==> config.mk <==
export PLATFORM = sky130hd
export DESIGN_NAME = prmf_ctrl
export DESIGN_NICKNAME = d
export VERILOG_FILES = /design/src/prmf_pkg.sv /design/src/prmf_ctrl.sv
export SDC_FILE = /design/constraint.sdc
export NUM_CORES = 1
export LEC_CHECK = 0
export BUFFER_PORTS_ARGS = -buffer_cell sky130_fd_sc_hd__buf_2
export CORE_UTILIZATION = 30
export CTS_CLUSTER_DIAMETER = 50
export DETAILED_ROUTE_END_ITERATION = 8
export PLACE_DENSITY = 0.6
export SYNTH_ARGS = -nofsm -noshare
export SYNTH_HDL_FRONTEND = slang
export SYNTH_SLANG_ARGS = --single-unit
==> constraint.sdc <==
create_clock -name clk -period 2.7 [get_ports clk]
set_input_delay 0.405 -clock clk [delete_from_list [all_inputs] [get_ports clk]]
set_output_delay 0.405 -clock clk [all_outputs]
set_load 0.05 [all_outputs]
==> src/prmf_pkg.sv <==
// Shared types, codes and fixed widths of the push-relabel max-flow block.
`default_nettype none
package prmf_pkg;

	localparam int VC_W      = 5;
	localparam int VID_W     = 4;
	localparam int CAPIN_W   = 16;
	localparam int MF_W      = 20;
	localparam int CFG_W     = 5;
	localparam int CFG_IDX_W = 2;

	localparam logic [CFG_IDX_W-1:0] REG_VERTEX_COUNT = 2'd0;
	localparam logic [CFG_IDX_W-1:0] REG_SOURCE       = 2'd1;
	localparam logic [CFG_IDX_W-1:0] REG_SINK         = 2'd2;

	localparam logic [VC_W-1:0]  VC_RESET  = 5'd16;
	localparam logic [VID_W-1:0] SRC_RESET = 4'd0;
	localparam logic [VID_W-1:0] SNK_RESET = 4'd15;

	typedef enum logic [4:0] {
		S_IDLE, S_INIT, S_CLR, S_CINIT1, S_CINIT2, S_PRE_RD, S_PRE_WR, S_SWEEP, S_DIS,
		S_PUSH, S_REL_DEC, S_REL_SCAN, S_REL_CMP, S_REL_INC, S_GAP_RD, S_GAP_CHK,
		S_GAP_SCAN, S_GAP_DEC, S_GAP_INC_RD, S_GAP_INC, S_TOT, S_TOT_ACC, S_OUT
	} state_t;

	typedef enum logic [4:0] {
		CMD_NONE, CMD_LOAD, CMD_INIT, CMD_CLR, CMD_CINIT1, CMD_CINIT2, CMD_PRE_RD,
		CMD_PRE_WR, CMD_SWEEP, CMD_DIS, CMD_PUSH, CMD_REL_DEC, CMD_REL_SCAN, CMD_REL_CMP,
		CMD_REL_INC, CMD_GAP_RD, CMD_GAP_CHK, CMD_GAP_SCAN, CMD_GAP_DEC,
		CMD_GAP_INC_RD, CMD_GAP_INC, CMD_TOT, CMD_TOT_ACC
	} cmd_t;

	typedef struct packed {
		logic run_bad;
		logic clr_end;
		logic v_end;
		logic sweep_busy;
		logic eligible;
		logic ex_zero;
		logic arc_end;
		logic u_end;
		logic gap_hit;
		logic lift_hit;
	} status_t;

endpackage
`default_nettype wire

==> src/prmf_ctrl.sv <==
// Sequencing state machine of the push-relabel max-flow block.
`default_nettype none
module prmf_ctrl (
	input  logic              clk,
	input  logic              arst_n,
	input  logic              start,
	input  logic              last_entry,
	input  prmf_pkg::status_t status,
	output prmf_pkg::cmd_t    cmd,
	output logic              busy,
	output logic              done
);
	import prmf_pkg::*;

	state_t state_q;
	state_t state_d;

	always_ff @(posedge clk or negedge arst_n) begin
		if (!arst_n) begin
			state_q <= S_IDLE;
		end else begin
			state_q <= state_d;
		end
	end

	always_comb begin
		state_d = state_q;
		case (state_q)
			S_IDLE:       if (start && last_entry) state_d = S_INIT;
			S_INIT:       state_d = status.run_bad ? S_OUT : S_CLR;
			S_CLR:        state_d = status.clr_end ? S_CINIT1 : S_CLR;
			S_CINIT1:     state_d = S_CINIT2;
			S_CINIT2:     state_d = S_PRE_RD;
			S_PRE_RD:     state_d = status.u_end ? S_SWEEP : S_PRE_WR;
			S_PRE_WR:     state_d = S_PRE_RD;
			S_SWEEP: begin
				if (status.v_end && !status.sweep_busy) state_d = S_TOT;
				else if (status.eligible) state_d = S_DIS;
			end
			S_DIS: begin
				if (status.ex_zero) state_d = S_SWEEP;
				else if (status.arc_end) state_d = S_REL_DEC;
				else state_d = S_PUSH;
			end
			S_PUSH:       state_d = S_DIS;
			S_REL_DEC:    state_d = S_REL_SCAN;
			S_REL_SCAN:   state_d = status.u_end ? S_REL_INC : S_REL_CMP;
			S_REL_CMP:    state_d = S_REL_SCAN;
			S_REL_INC:    state_d = S_GAP_RD;
			S_GAP_RD:     state_d = S_GAP_CHK;
			S_GAP_CHK:    state_d = status.gap_hit ? S_GAP_SCAN : S_DIS;
			S_GAP_SCAN: begin
				if (status.u_end) state_d = S_DIS;
				else if (status.lift_hit) state_d = S_GAP_DEC;
			end
			S_GAP_DEC:    state_d = S_GAP_INC_RD;
			S_GAP_INC_RD: state_d = S_GAP_INC;
			S_GAP_INC:    state_d = S_GAP_SCAN;
			S_TOT:        state_d = status.u_end ? S_OUT : S_TOT_ACC;
			S_TOT_ACC:    state_d = S_TOT;
			S_OUT:        state_d = S_IDLE;
			default:      state_d = S_IDLE;
		endcase
	end

	always_comb begin
		cmd  = CMD_NONE;
		busy = (state_q != S_IDLE);
		done = (state_q == S_OUT);
		case (state_q)
			S_IDLE:       cmd = start ? CMD_LOAD : CMD_NONE;
			S_INIT:       cmd = CMD_INIT;
			S_CLR:        cmd = CMD_CLR;
			S_CINIT1:     cmd = CMD_CINIT1;
			S_CINIT2:     cmd = CMD_CINIT2;
			S_PRE_RD:     cmd = CMD_PRE_RD;
			S_PRE_WR:     cmd = CMD_PRE_WR;
			S_SWEEP:      cmd = CMD_SWEEP;
			S_DIS:        cmd = CMD_DIS;
			S_PUSH:       cmd = CMD_PUSH;
			S_REL_DEC:    cmd = CMD_REL_DEC;
			S_REL_SCAN:   cmd = CMD_REL_SCAN;
			S_REL_CMP:    cmd = CMD_REL_CMP;
			S_REL_INC:    cmd = CMD_REL_INC;
			S_GAP_RD:     cmd = CMD_GAP_RD;
			S_GAP_CHK:    cmd = CMD_GAP_CHK;
			S_GAP_SCAN:   cmd = CMD_GAP_SCAN;
			S_GAP_DEC:    cmd = CMD_GAP_DEC;
			S_GAP_INC_RD: cmd = CMD_GAP_INC_RD;
			S_GAP_INC:    cmd = CMD_GAP_INC;
			S_TOT:        cmd = CMD_TOT;
			S_TOT_ACC:    cmd = CMD_TOT_ACC;
			default:      cmd = CMD_NONE;
		endcase
	end

endmodule
`default_nettype wire

After elaboration in Yosys (flattened, before gate mapping)
Index checks and enable logic that the tools add are counted.
{"block": "classes", "mux": 16, "reduce_logical": 8, "eq_ne": 25}
{"operator": "5-bit one-hot mux with 22 select lines", "count": 1}
{"operator": "5-bit one-hot mux with 20 select lines", "count": 1}
{"operator": "5-bit by 4-bit == test with 1-bit output, second input constant", "count": 8}
{"operator": "5-bit == test, second input constant", "count": 7}
{"operator": "5-bit 2-to-1 mux", "count": 7}
{"operator": "5-bit by 3-bit == test with 1-bit output, second input constant", "count": 4}
{"operator": "5-bit by 2-bit == test with 1-bit output, second input constant", "count": 2}
{"operator": "3-bit inequality test, second input constant", "count": 2}
{"operator": "5-bit by 1-bit == test with 1-bit output, second input constant", "count": 1}
{"operator": "5-bit logical NOT", "count": 1}
{"operator": "5-bit nonzero test", "count": 1}
{"operator": "1-bit 2-to-1 mux", "count": 4}
{"operator": "2-bit 2-to-1 mux", "count": 2}
{"operator": "4-bit 2-to-1 mux", "count": 1}
{"operator": "2-bit OR reduction", "count": 2}
{"operator": "3-bit AND reduction", "count": 1}
{"operator": "1-bit logical AND", "count": 2}
{"operator": "2-bit inequality test, second input constant", "count": 1}
{"operator": "1-bit logical NOT", "count": 1}
{"block": "word_totals", "regBits": 5, "out_inout_bits": 7, "inputBits": 14}

Depth between registers and ports, before layout
{"block": "depth", "depth_word": 4, "mapped_depth": 7, "depth_no_buf": 5}

Worst setup path before layout
OpenSTA, ideal clock, no wires.
{"block": "synth_path", "path_kind": "reg-to-output", "start": "register state_q[2]", "end": "output port cmd[0]", "arrival_time_ns": 1.860, "path_stages_with_launch": 7, "setup_slack_ns": 0.435, "path_cell_list": "dfrtp_1 -> buf_6 -> buf_2 -> inv_1 -> nand2_1 -> nor4_1 -> nor3_1"}
{"block": "synth_via", "elab_chain_len": 2, "word_cells_on_any_way": 23, "cone_classes": "21 x eq/ne; 1 x mux; 1 x reduce/logical"}
{"element": "start, declared", "line_no": "prmf_ctrl.sv:15", "source": "state_t state_q;"}
{"element": "start signal, assigned", "line_no": "prmf_ctrl.sv:22", "source": "state_q <= state_d;"}
{"element": "5-bit == test (tied with other cells)", "line_no": "prmf_ctrl.sv:70", "source": "case (state_q)"}
{"element": "5-bit one-hot mux with 22 select lines *", "line_no": "prmf_ctrl.sv:70"}
{"element": "end, declared", "line_no": "prmf_ctrl.sv:9", "source": "output prmf_pkg::cmd_t cmd,"}
Every way passes the cells marked *; elsewhere a longest branch is shown, timed or not.

Worst setup path in the final report
{"block": "layout_path", "start": "register state_q[2]", "end": "output port cmd[3]"}
The elaborated chain is that of the path after synthesis.

==> run summary <==
status: completed
worst-case vdd ir drop: 0.8498 mV
die width: 47.48 microns
delay of the slowest cell on the worst path: 0.67 ns
CP Launch Type: flop
area of the core: 1962 sq um
aggregate negative setup slack: 0 ns
crit path max-delay cell type: sky130_fd_sc_hd__dfrtp_1
Largest regs: state_q (5)
leading register cell type out of synthesis: sky130_fd_sc_hd__dfrtp_1
GRT Residual Overflow: 0
highest net fanout along the worst path: 17
clock-pin slew on the worst setup and hold paths: 0.05 ns
net switching component of the power: 0.6786 mW
EDFF count, synth: 0
routed wirelength normalized by instance count: 13.08 microns
pin count of the biggest net entering global routing: 20
area delta synth->final: 18.75%
Remaining DRCs: 0
data arrival time of the critical path: 1.76 ns
initial core utilization: 31.63%
shortest period the worst path allows: 2.162 ns
HPWL after detailed placement: 1254 microns
antenna violations before repair: 0
first-pass detailed-route iteration total: 4
normalized max-slew margin: 57.92%
antenna cell count: 0
number of library cell types mapped by synthesis: 37
weighted congestion reported at the end of routability-driven placement: 0.8596
power density over the cells: 1500 nW/um^2
Yosys top cell by area: sky130_fd_sc_hd__dfrtp_1
DP Cell Count: 126
clock tree from TritonCTS: built
final count of negative-setup-slack endpoints: 0
share of the synthesized area in the top cell type: 20.16%
proportion of power drawn by the clock network: 7.8%
vias in the first global route: 568
TritonCTS Buffers: 3
cell breakdown of the critical path: and2_4 > nand2_2 > xnor2_1 > nor2_1 > buf_2
All-Layer GR Usage: 17.52%
internal cell power: 0.4266 mW
global-route track usage on met1: 27.56%
io pins: 21
violation count after the first detailed-routing iteration: 32
share of the clock period used by the worst path: 80.07%
Critical Path End Type: primary output
sequential cell fraction of total power: 23.4%
sum of internal, switching and leakage power: 1.105 mW
vertical die dimension: 47.48 microns
Final nets: 119
wirelength, routed: 1714 microns
worst r2r src: state_q[2]
remaining antenna violation count: 0
number of flip-flops in the largest register: 5
footprint of the multi-input gates: 419.2 sq um
Num Clock Sinks: 5
Tightest Pin Transition: 0.6313 ns
net switching fraction of the power: 61.40%
area of the die: 2254 sq um
most frequently used cell type in the post-synthesis netlist: sky130_fd_sc_hd__nor2_1
Clock Tree Buf Depth: 2
Clock Skews: 0.005211 ns
Avg Cell Area, Syn: 7.133 sq um
clock tree root buffer cell: sky130_fd_sc_hd__clkbuf_4
sequential-to-total area share from yosys stat: 20.16%
share of synthesized flip-flops with an asynchronous set or reset: 100.0%
f_max: 0.4626 GHz
flip-flop and latch count after synthesis: 5
wire length of the first global-routing pass: 2718 microns
routed via count divided by cell count: 5.542
synthesized instance count: 87
later-pin clock latency in the skew report: 0.24 ns
crit path kind: reg2out
Syn Nets: 101
number of violations of the max-capacitance limit: 0
data required time of the critical path: 2.30 ns
global-route track usage on met2: 22.47%
sequential standard cell area: 125.1 sq um
CTS resizes: 0
timing startpoint of the critical path: state_q[2]
post-route insts no fill: 131
Pins Over Slew Limit: 0
total number of vias: 726
deepest level of the CTS H-tree: 1
post-synthesis cell area: 620.6 sq um
setup repair after global routing missed its margin: false
leakage dissipation: 0.3011 nW
Final Hold Viols: 0
proportion of layout cells with a drive suffix above 1: 30.77%
logic gate share of total power: 68.9%
most flop-heavy register: state_q
busiest metal layer after global routing: met1
site row count: 16
Port-buffer cells: 20
worst hold path class: in2async
total of fill cells in the finished design: 228
Yosys Warn Count: 0
largest cells by area after synthesis: sky130_fd_sc_hd__dfrtp_1 (20%), sky130_fd_sc_hd__nor2_1 (6.0%), sky130_fd_sc_hd__nand2_1 (4.8%)
top cell types by occurrence after synthesis: sky130_fd_sc_hd__nor2_1 (10), sky130_fd_sc_hd__nand2_1 (8), sky130_fd_sc_hd__a21oi_1 (5), sky130_fd_sc_hd__dfrtp_1 (5)
met3 Usage GRT: 6.038%
[power groups by stage]
stage / logic [mW] / clock network, mW / registers (mW)
2_1_floorplan: 0.767 / 0 / 0.133
3_3_place_gp: 0.755 / 0 / 0.257
3_5_place_dp: 0.753 / 0 / 0.254
4_1_cts: 0.758 / 0.0902 / 0.253
5_1_grt: 0.826 / 0.0954 / 0.271
6_report: 0.761 / 0.0858 / 0.258
[metrics by stage]
stage	hold WS (ns)	instance area [sq um]	setup WS (ns)	util, %
after floorplan	0.1094	620.6	0.4355	-
after global placement	0.2198	700.7	0.8351	35.71
after detailed placement	0.2208	700.7	0.8196	35.71
after CTS	0.5033	737.0	0.5520	37.56
after global routing	0.5162	737.0	0.4328	37.56
final	0.5135	737.0	0.5381	37.56
[path summary, 6_finish.rpt]
kind / end / slack, ns / depth (start not counted)
setup / recovery: cmd[3] / 0.54 / 5
hold reg to reg: state_q[1] / 0.75 / 1
setup reg to reg: state_q[2] / 0.96 / 5
max in group asynchronous: state_q[2] / 2.06 / 2
min in group clk: state_q[4] / 0.56 / 5
hold / removal: state_q[3] / 0.51 / 2
[final cells by class]
cell class / count / share of cell area (%)
Clock buffer: 4 / 3.565
Inverter: 6 / 3.056
Multi-Input combinational cell: 68 / 56.88
Sequential cell: 5 / 16.98
Tap cell: 27 / 4.584
Timing Repair Buffer: 21 / 14.94
[critical path, delay by kind of cell, from the launching register on]
kind / cells / cell delay, ns
xor+xnor: 1 / 0.16
buf+inv: 1 / 0.26
simple gates: 3 / 0.42
flops: 1 / 0.67
[metal layers]
layer	routed length [microns]	part of all wire, %	vias up
li1	-	-	359
met1	810	47	326
met2	758	44	39
met3	130	7.6	2
met4	14	0.82	0
met5	0	0	-
[kinds of logic (layout without fill, tap and decap cells)]
kind of cell              after synthesis  in the layout  synth area share (%)
buffers and inverters                  14             31                 12.30
AOI/OAI and AO/OA                      32             32                 35.48
and+or+nand+nor                        33             33                 27.83
DFF                                     5              5                 20.16
xor gates and xnor gates                3              3                 4.235
[cell usage in the layout (no fill, tap or decap), types with 2 or more instances in the layout]
cell type / n
sky130_fd_sc_hd__buf_2: 20
sky130_fd_sc_hd__nor2_1: 10
sky130_fd_sc_hd__nand2_1: 8
sky130_fd_sc_hd__a21oi_1: 5
sky130_fd_sc_hd__dfrtp_1: 5
sky130_fd_sc_hd__inv_1: 4
sky130_fd_sc_hd__o22ai_1: 4
sky130_fd_sc_hd__xnor2_1: 3
sky130_fd_sc_hd__a31oi_1: 3
sky130_fd_sc_hd__o21ai_0: 3
sky130_fd_sc_hd__clkbuf_4: 3
sky130_fd_sc_hd__inv_2: 2
sky130_fd_sc_hd__nor3_2: 2
sky130_fd_sc_hd__nand3_1: 2
sky130_fd_sc_hd__nor3_1: 2
sky130_fd_sc_hd__o21ai_1: 2
sky130_fd_sc_hd__a32oi_1: 2
sky130_fd_sc_hd__a211oi_1: 2
sky130_fd_sc_hd__o211ai_1: 2
sky130_fd_sc_hd__o2111ai_1: 2
[repair_timing]
| item | in CTS | in global routing |
|---|---|---|
| buffers inserted | 0 | 0 |
| hold buffers | 1 | 0 |
| hold endpoints to repair | 5 | 0 |
Note: power is estimated with default switching activity, not from simulation.
